## config.mk

```make
export PLATFORM = sky130hd
export DESIGN_NAME = easing_curve_generator
export DESIGN_NICKNAME = d
export VERILOG_FILES = /design/src/hw/rtl/ecg_pkg.sv /design/src/hw/rtl/easing_curve_generator.sv
export SDC_FILE = /design/constraint.sdc
export NUM_CORES = 1
export LEC_CHECK = 0
export BUFFER_PORTS_ARGS = -buffer_cell sky130_fd_sc_hd__buf_4
export CAP_MARGIN = 25
export CORE_MARGIN = 1.5
export CORE_UTILIZATION = 38
export DETAILED_ROUTE_END_ITERATION = 10
export SLEW_MARGIN = 10
export SYNTH_ARGS = -nofsm -noshare
export SYNTH_HDL_FRONTEND = slang
export SYNTH_SLANG_ARGS = --single-unit
```

## constraint.sdc

```tcl
create_clock -name clk_i -period 8.2 [get_ports clk_i]
set_clock_uncertainty 0.2 [all_clocks]
set_input_delay 0.41 -clock clk_i [delete_from_list [all_inputs] [get_ports clk_i]]
set_output_delay 0.41 -clock clk_i [all_outputs]
set_load 0.02 [all_outputs]
```

## src/hw/rtl/ecg_pkg.sv

```systemverilog
// Package for the easing curve generator: widths, curve and register codes,
// the divider stage type and the step function, and the exponential table.
// No dependencies.
package ecg_pkg;

  // Frame counter width and derived sizes
  localparam int unsigned FRAME_BITS      = 12;
  localparam int unsigned QBITS           = 12;  // quotient bits: i*3840/n < 2^12
  localparam int unsigned FRAC_BITS       = 8;   // 256 = full scale
  localparam int unsigned STEPS_PER_STAGE = 2;
  localparam int unsigned DIV_STAGES      = QBITS / STEPS_PER_STAGE;
  localparam int unsigned PROG_W          = 9;
  localparam int unsigned DATA_IN_W       = ((FRAME_BITS + 7) / 8) * 8;
  localparam int unsigned DATA_OUT_W      = ((PROG_W + 7) / 8) * 8;
  localparam int unsigned CFG_IDX_W       = 2;
  localparam int unsigned PROD_W          = 2 * PROG_W;

  // Curve codes
  localparam logic [1:0] MODE_LIN  = 2'd0;
  localparam logic [1:0] MODE_QUAD = 2'd1;
  localparam logic [1:0] MODE_EXPO = 2'd2;

  // Register indexes
  localparam logic [CFG_IDX_W-1:0] CFG_CURVE  = 2'd0;
  localparam logic [CFG_IDX_W-1:0] CFG_FRAMES = 2'd1;

  localparam logic [PROG_W-1:0] FULL_SCALE = 9'd256;

  // How the result is formed: from the curve, forced to 0 or forced to 256
  typedef enum logic [1:0] {
    KIND_NORMAL,
    KIND_ZERO,
    KIND_FULL
  } kind_e;

  // One item inside the divider: partial remainder, dividend/quotient shift word, curve and kind
  typedef struct packed {
    logic [FRAME_BITS-1:0] rem;
    logic [QBITS-1:0]      lq;
    logic [1:0]            mode;
    kind_e                 kind;
  } div_t;

  // One restoring division step: shift in a dividend bit, subtract if it fits
  function automatic div_t div_step(div_t s, logic [FRAME_BITS-1:0] n);
    div_t                r;
    logic [FRAME_BITS:0] trial;
    logic                qbit;
    r     = s;
    trial = {s.rem, s.lq[QBITS-1]};
    qbit  = 1'b0;
    if (trial >= {1'b0, n}) begin
      trial = trial - {1'b0, n};
      qbit  = 1'b1;
    end
    r.rem = trial[FRAME_BITS-1:0];
    r.lq  = {s.lq[QBITS-2:0], qbit};
    return r;
  endfunction

  // Exponential ease-out breakpoints
  function automatic logic [PROG_W-1:0] expo_lut(logic [3:0] idx);
    logic [PROG_W-1:0] v;
    case (idx)
      4'd0:    v = 9'd0;
      4'd1:    v = 9'd85;
      4'd2:    v = 9'd141;
      4'd3:    v = 9'd179;
      4'd4:    v = 9'd205;
      4'd5:    v = 9'd222;
      4'd6:    v = 9'd233;
      4'd7:    v = 9'd241;
      4'd8:    v = 9'd246;
      4'd9:    v = 9'd250;
      4'd10:   v = 9'd252;
      4'd11:   v = 9'd253;
      4'd12:   v = 9'd255;
      4'd13:   v = 9'd255;
      default: v = 9'd256;
    endcase
    return v;
  endfunction

endpackage

```

## src/hw/rtl/easing_curve_generator.sv

```systemverilog
// Easing curve generator: one item per cycle sustained while the result side
// is not stalled. The path is an entry register, the 12-bit restoring
// divider, two quotient bits per stage over six stages, then one multiply
// stage and the output register. Each stage stalls only when it is full and
// the one after it is stalled. Reset clears the valid bits and the registers
// to linear curve, zero frames. Depends on ecg_pkg.
module easing_curve_generator (
  input  logic                             clk_i,
  input  logic                             rst_ni,
  // Configuration writes
  input  logic                             cfg_valid_i,
  output logic                             cfg_ready_o,
  input  logic [ecg_pkg::CFG_IDX_W-1:0]    cfg_index_i,
  input  logic [ecg_pkg::FRAME_BITS-1:0]   cfg_data_i,
  // Input items
  input  logic                             s_axis_tvalid_i,
  output logic                             s_axis_tready_o,
  input  logic [ecg_pkg::DATA_IN_W-1:0]    s_axis_tdata_i,  // [11:0] frame_index
  // Result items
  output logic                             m_axis_tvalid_o,
  input  logic                             m_axis_tready_i,
  output logic [ecg_pkg::DATA_OUT_W-1:0]   m_axis_tdata_o   // [8:0] progress
);

  localparam int unsigned F  = ecg_pkg::FRAME_BITS;
  localparam int unsigned QB = ecg_pkg::QBITS;
  localparam int unsigned NS = ecg_pkg::DIV_STAGES;
  localparam int unsigned FB = ecg_pkg::FRAC_BITS;
  localparam int unsigned PW = ecg_pkg::PROG_W;

  // Configuration registers
  logic [1:0]   curve_mode_q;
  logic [F-1:0] frame_count_q;

  assign cfg_ready_o = 1'b1;

  always_ff @(posedge clk_i or negedge rst_ni) begin
    if (!rst_ni) begin
      curve_mode_q  <= ecg_pkg::MODE_LIN;
      frame_count_q <= '0;
    end else if (cfg_valid_i) begin
      if (cfg_index_i == ecg_pkg::CFG_CURVE) begin
        curve_mode_q <= cfg_data_i[1:0];
      end else if (cfg_index_i == ecg_pkg::CFG_FRAMES) begin
        frame_count_q <= cfg_data_i;
      end
    end
  end

  // Pipeline registers
  ecg_pkg::div_t     div_q [0:NS];
  logic              vld_q [0:NS];
  logic              rdy   [0:NS];
  logic              p_vld_q;
  logic [ecg_pkg::PROD_W-1:0] p_prod_q;
  logic [PW-1:0]     p_base_q;
  logic [1:0]        p_mode_q;
  ecg_pkg::kind_e    p_kind_q;
  logic              out_vld_q;
  logic [PW-1:0]     out_prog_q;
  logic              rdy_p;
  logic              rdy_out;

  // Backpressure: a stage takes an item when empty or when its successor moves
  always_comb begin
    rdy_out = !out_vld_q || m_axis_tready_i;
    rdy_p   = !p_vld_q || rdy_out;
    rdy[NS] = !vld_q[NS] || rdy_p;
    for (int k = NS - 1; k >= 0; k--) begin
      rdy[k] = !vld_q[k] || rdy[k+1];
    end
  end

  assign s_axis_tready_o = rdy[0];

  // Entry: classify the index, form the dividend i*256 or i*3840
  logic [F-1:0]    in_idx;
  logic [F+QB-1:0] dvd_lin;
  logic [F+QB-1:0] dvd_x16;
  logic [F+QB-1:0] dvd;
  ecg_pkg::div_t   entry;

  always_comb begin
    in_idx  = s_axis_tdata_i[F-1:0];
    dvd_lin = {{(QB-FB){1'b0}}, in_idx, {FB{1'b0}}};
    dvd_x16 = {in_idx, {QB{1'b0}}};
    case (curve_mode_q)
      ecg_pkg::MODE_QUAD: entry.mode = ecg_pkg::MODE_QUAD;
      ecg_pkg::MODE_EXPO: entry.mode = ecg_pkg::MODE_EXPO;
      default:            entry.mode = ecg_pkg::MODE_LIN;
    endcase
    if (entry.mode == ecg_pkg::MODE_EXPO) begin
      dvd = dvd_x16 - dvd_lin;
    end else begin
      dvd = dvd_lin;
    end
    if (frame_count_q == '0 || in_idx >= frame_count_q) begin
      entry.kind = ecg_pkg::KIND_FULL;
    end else if (in_idx == '0) begin
      entry.kind = ecg_pkg::KIND_ZERO;
    end else begin
      entry.kind = ecg_pkg::KIND_NORMAL;
    end
    entry.rem = dvd[F+QB-1:QB];
    entry.lq  = dvd[QB-1:0];
  end

  always_ff @(posedge clk_i or negedge rst_ni) begin
    if (!rst_ni) begin
      vld_q[0] <= 1'b0;
    end else if (rdy[0]) begin
      vld_q[0] <= s_axis_tvalid_i;
    end
  end

  always_ff @(posedge clk_i) begin
    if (rdy[0] && s_axis_tvalid_i) begin
      div_q[0] <= entry;
    end
  end

  // Divider stages: the user must keep the frame count stable while items are in flight; the block does not enforce it
  for (genvar k = 1; k <= NS; k++) begin : g_div
    ecg_pkg::div_t nxt;

    always_comb begin
      nxt = div_q[k-1];
      for (int s = 0; s < ecg_pkg::STEPS_PER_STAGE; s++) begin
        nxt = ecg_pkg::div_step(nxt, frame_count_q);
      end
    end

    always_ff @(posedge clk_i or negedge rst_ni) begin
      if (!rst_ni) begin
        vld_q[k] <= 1'b0;
      end else if (rdy[k]) begin
        vld_q[k] <= vld_q[k-1];
      end
    end

    always_ff @(posedge clk_i) begin
      if (rdy[k] && vld_q[k-1]) begin
        div_q[k] <= nxt;
      end
    end
  end

  // Multiply stage: square of the remaining distance, segment interpolation, or the linear fraction as is
  logic [QB-1:0] quo;
  logic [FB-1:0] frac;
  logic [3:0]    seg;
  logic [PW-1:0] lo;
  logic [PW-1:0] hi;
  logic [PW-1:0] mul_a;
  logic [PW-1:0] mul_b;
  logic [PW-1:0] base;

  always_comb begin
    quo  = div_q[NS].lq;
    frac = quo[FB-1:0];
    seg  = quo[QB-1:FB];
    lo   = ecg_pkg::expo_lut(seg);
    hi   = ecg_pkg::expo_lut(seg + 4'd1);
    case (div_q[NS].mode)
      ecg_pkg::MODE_QUAD: begin
        mul_a = ecg_pkg::FULL_SCALE - {1'b0, frac};
        mul_b = ecg_pkg::FULL_SCALE - {1'b0, frac};
        base  = ecg_pkg::FULL_SCALE;
      end
      ecg_pkg::MODE_EXPO: begin
        mul_a = hi - lo;
        mul_b = {1'b0, frac};
        base  = lo;
      end
      default: begin
        mul_a = '0;
        mul_b = '0;
        base  = {1'b0, frac};
      end
    endcase
  end

  always_ff @(posedge clk_i or negedge rst_ni) begin
    if (!rst_ni) begin
      p_vld_q <= 1'b0;
    end else if (rdy_p) begin
      p_vld_q <= vld_q[NS];
    end
  end

  always_ff @(posedge clk_i) begin
    if (rdy_p && vld_q[NS]) begin
      p_prod_q <= ecg_pkg::PROD_W'(mul_a) * ecg_pkg::PROD_W'(mul_b);
      p_base_q <= base;
      p_mode_q <= div_q[NS].mode;
      p_kind_q <= div_q[NS].kind;
    end
  end

  // Output stage: scale the product, combine with the base, apply end cases
  logic [PW:0] scaled;
  logic [PW:0] res;

  always_comb begin
    scaled = p_prod_q[ecg_pkg::PROD_W-1:FB];
    case (p_mode_q)
      ecg_pkg::MODE_QUAD: res = {1'b0, ecg_pkg::FULL_SCALE} - scaled;
      ecg_pkg::MODE_EXPO: res = {1'b0, p_base_q} + scaled;
      default:            res = {1'b0, p_base_q};
    endcase
    case (p_kind_q)
      ecg_pkg::KIND_FULL: res = {1'b0, ecg_pkg::FULL_SCALE};
      ecg_pkg::KIND_ZERO: res = '0;
      default:            res = res;
    endcase
  end

  always_ff @(posedge clk_i or negedge rst_ni) begin
    if (!rst_ni) begin
      out_vld_q <= 1'b0;
    end else if (rdy_out) begin
      out_vld_q <= p_vld_q;
    end
  end

  always_ff @(posedge clk_i) begin
    if (rdy_out && p_vld_q) begin
      out_prog_q <= res[PW-1:0];
    end
  end

  assign m_axis_tvalid_o = out_vld_q;
  assign m_axis_tdata_o  = {{(ecg_pkg::DATA_OUT_W-PW){1'b0}}, out_prog_q};

endmodule

```

==> flow_metrics.env <==
export IMPL_dpl_hpwl_mm=34.86
export IMPL_ys_ff_latch=202
export IMPL_io_pins=54
export IMPL_drive_above_1_share_pct=11.84
export IMPL_mappedNetlistArea_mm2=0.01901
export IMPL_remaining_drc_errors=0
export IMPL_drt_vias_per_instance=5.337
export IMPL_fin_crit_ns=7.803
export IMPL_detail_route_antenna_nets=0
export IMPL_vias=14540
export IMPL_cap_violations=0
export IMPL_status="complete, no violations"
export IMPL_critPathRequiredTime_ns=8.28
export IMPL_netlist_cell_type_count=90
export IMPL_grtUsageTotal_pct=17.83
export IMPL_worst_setup_path_type="reg2reg"
export IMPL_place_gp_congestion=0.8818
export IMPL_drv_slew=0
export IMPL_arrival_ns=7.88
export IMPL_synth_edf_count=179
export IMPL_ys_async_sr_fraction_pct=11.39
export IMPL_hold_path_class="in2reg"
export IMPL_final_hold_viol_count=0
export IMPL_final_cell_mix="ha_1 (224), edfxtp_1 (179), inv_1 (161), nor2_1 (161), a21oi_1 (131)"
export IMPL_rsz0062_at_grt="no"
export IMPL_cts_setup_buffers=0
export IMPL_grt_antenna_before_repair=0
export IMPL_diodes=0
export IMPL_wire_per_inst_um=16.56
export IMPL_grt_ovfl_total=0
export IMPL_tns_ns=0
export IMPL_fin_util_pct=43.25
export IMPL_die_y_um=226.6
export IMPL_setup_viol=0
export IMPL_cts_root_buf="clkbuf_16"
export IMPL_die_area_mm2=0.05137
export IMPL_firstDrtPassIters=5
export IMPL_critPathMaxStageDelay_ns=0.54
export IMPL_io_buffers=41
export IMPL_final_common_cell="ha_1"
export IMPL_cts_buffers=23
export IMPL_synthCells=1959
export IMPL_core_area_mm2=0.04915
export IMPL_clkTransAtPathRegs_ns=0.06
export IMPL_crit_path_top_delay_cell="fa_1"
export IMPL_syn_to_final_growth_pct=11.85
export IMPL_synth_flop_cell="edfxtp_1"
export IMPL_grt_pass1_vias=14460
export IMPL_post_route_period_util_pct=95.16
export IMPL_drtIter0Drc=816
export IMPL_syn_area_per_cell_um2=9.702
export IMPL_critical_path_max_fanout=6
export IMPL_grt_max_degree=27
export IMPL_worst_pin_slew_ns=0.9635
export IMPL_nets=2360
export IMPL_seqCellArea_mm2=0.005951
export IMPL_start_kind="flip-flop"
export IMPL_cts_tree="yes"
export IMPL_die_x_um=226.6
export IMPL_cp_end_kind="flip-flop"
export IMPL_multi_input_area_mm2=0.01226
export IMPL_grt_first_pass_wirelength_mm=73.84
export IMPL_ys_seq_area_share_pct=31.31
export IMPL_start_util_pct=38.67
export IMPL_slew_limit_headroom_pct=34.11
export IMPL_nFillCells=4759
export IMPL_insertion_delay_ns=0.54
export IMPL_htree_num_levels=1
export IMPL_clk_path_buf_depth=3
export IMPL_ys_warn_count=0
export IMPL_row_count=81
export IMPL_wirelength_mm=45.10
export IMPL_fmax_ghz=0.1282
export IMPL_cts_sinks=202
==> metrics by stage <==
step                      cells  setup slack (ns)  hold WS [ns]  area, µm²
after global routing       2724         0.0001590       0.03080      21260
after detailed placement   2660            0.2035        0.1244      20250
final                      2724            0.3967       0.02754      21260
after floorplan            1965            0.4373      -0.08559      19030
after CTS                  2724            0.1678       0.01109      21220
after global placement     2657            0.3230        0.1201      20210
==> flip-flops by register name (all words and copies together) (netlist names) <==
register	count
curve_mode_q	2
div_q	148
frame_count_q	12
m_axis_tvalid_o	1
out_prog_q	9
p_base_q	9
p_kind_q	2
p_mode_q	2
p_prod_q	9
p_vld_q	1
vld_q	7
==> layout make-up <==
| class | count | share of cell area (%) |
|---|---|---|
| tap | 664 | 3.908 |
| sequential | 202 | 27.99 |
| inverter | 166 | 2.943 |
| clock inverter | 11 | 0.5474 |
| timing repair buffer | 103 | 3.949 |
| clock buffer | 31 | 2.990 |
| multi-input combinational | 1547 | 57.67 |
==> synthesized netlist by cell type, types with 10 or more instances <==
cell type / n / area, µm²
nand3_1: 28 / 140.1
nor2b_1: 34 / 212.7
ha_1: 224 / 2803
a211oi_1: 12 / 90.09
or2_2: 17 / 106.4
inv_1: 161 / 604.3
nand2b_1: 40 / 250.2
edfxtp_1: 179 / 5375
a31oi_1: 11 / 68.82
nor2_1: 161 / 604.3
nand2_1: 123 / 461.7
mux2_4: 16 / 240.2
or3_1: 17 / 106.4
mux2i_1: 12 / 120.1
o21a_1: 40 / 300.3
and2_1: 17 / 106.4
o21bai_1: 12 / 90.09
nor3_1: 46 / 230.2
nand4_1: 24 / 150.1
o21ai_0: 107 / 535.5
xor2_1: 47 / 411.6
mux2_2: 63 / 709.4
dfrtp_1: 23 / 575.6
clkbuf_1: 29 / 108.9
o31ai_1: 15 / 112.6
a21o_1: 43 / 322.8
buf_4: 10 / 75.07
xnor2_1: 92 / 805.8
fa_1: 58 / 1161
a21oi_1: 131 / 655.6
==> worst paths after layout <==
check | start | end | slack (ns) | depth (start not counted)
worst min register to register | div_q[0][1] | div_q[1][1] | 0.21 | 0
worst max register to register | div_q[6][12] | p_prod_q[14] | 0.40 | 33
worst min-delay path | s_axis_tdata_i[3] | div_q[0][15] | 0.03 | 2
worst max-delay path | div_q[6][12] | p_prod_q[14] | 0.40 | 33
min in group asynchronous | rst_ni | curve_mode_q[0] | 0.11 | 2
max in group asynchronous | rst_ni | p_vld_q | 7.43 | 2
==> per-layer routing <==
| layer | share of wire, % | wire length, µm | track usage (%) | vias to the layer above |
|---|---|---|---|---|
| met1 | 45 | 20260 | 22.57 | 6940 |
| met2 | 49 | 22220 | 31.82 | 267 |
| met5 | 0 | 0 | 0 | - |
| met4 | 2.6 | 1167 | 5.075 | 0 |
| li1 | - | - | - | 7257 |
| met3 | 3.2 | 1459 | 2.009 | 74 |
==> critical path, delay by kind of cell (launching register included) <==
family,cells,cell delay (ns)
AOI/OAI and AO/OA,11,2.14
xor gates and xnor gates,2,0.31
adders and majority gates,8,3.29
buffers and inverters,5,0.34
DFF,1,0.44
muxes,1,0.10
and+or+nand+nor,6,0.71
==> cell families (layout without fill, tap and decap cells) <==
family / Yosys count / in the layout / share of synthesized area (%)
adder cells (fa/ha/maj): 283 / 283 / 20.91
multiplexers: 97 / 97 / 5.984
AO/OA/AOI/OAI: 485 / 485 / 17.20
flip-flops: 202 / 202 / 31.31
XOR/XNOR: 139 / 139 / 6.405
AND/OR/NAND/NOR: 535 / 535 / 13.54
other: 2 / 8 / 0.03951
buffers and inverters: 216 / 311 / 4.615
==> repair_timing <==
item                       in CTS  in global routing
setup endpoints to repair       0                  4
hold buffers                   22                  0
resized for setup               0                  5
hold endpoints to repair       46                  0
Power is not shown: default switching activity piles up to over one toggle a cycle in this logic, so the estimate is an artifact.
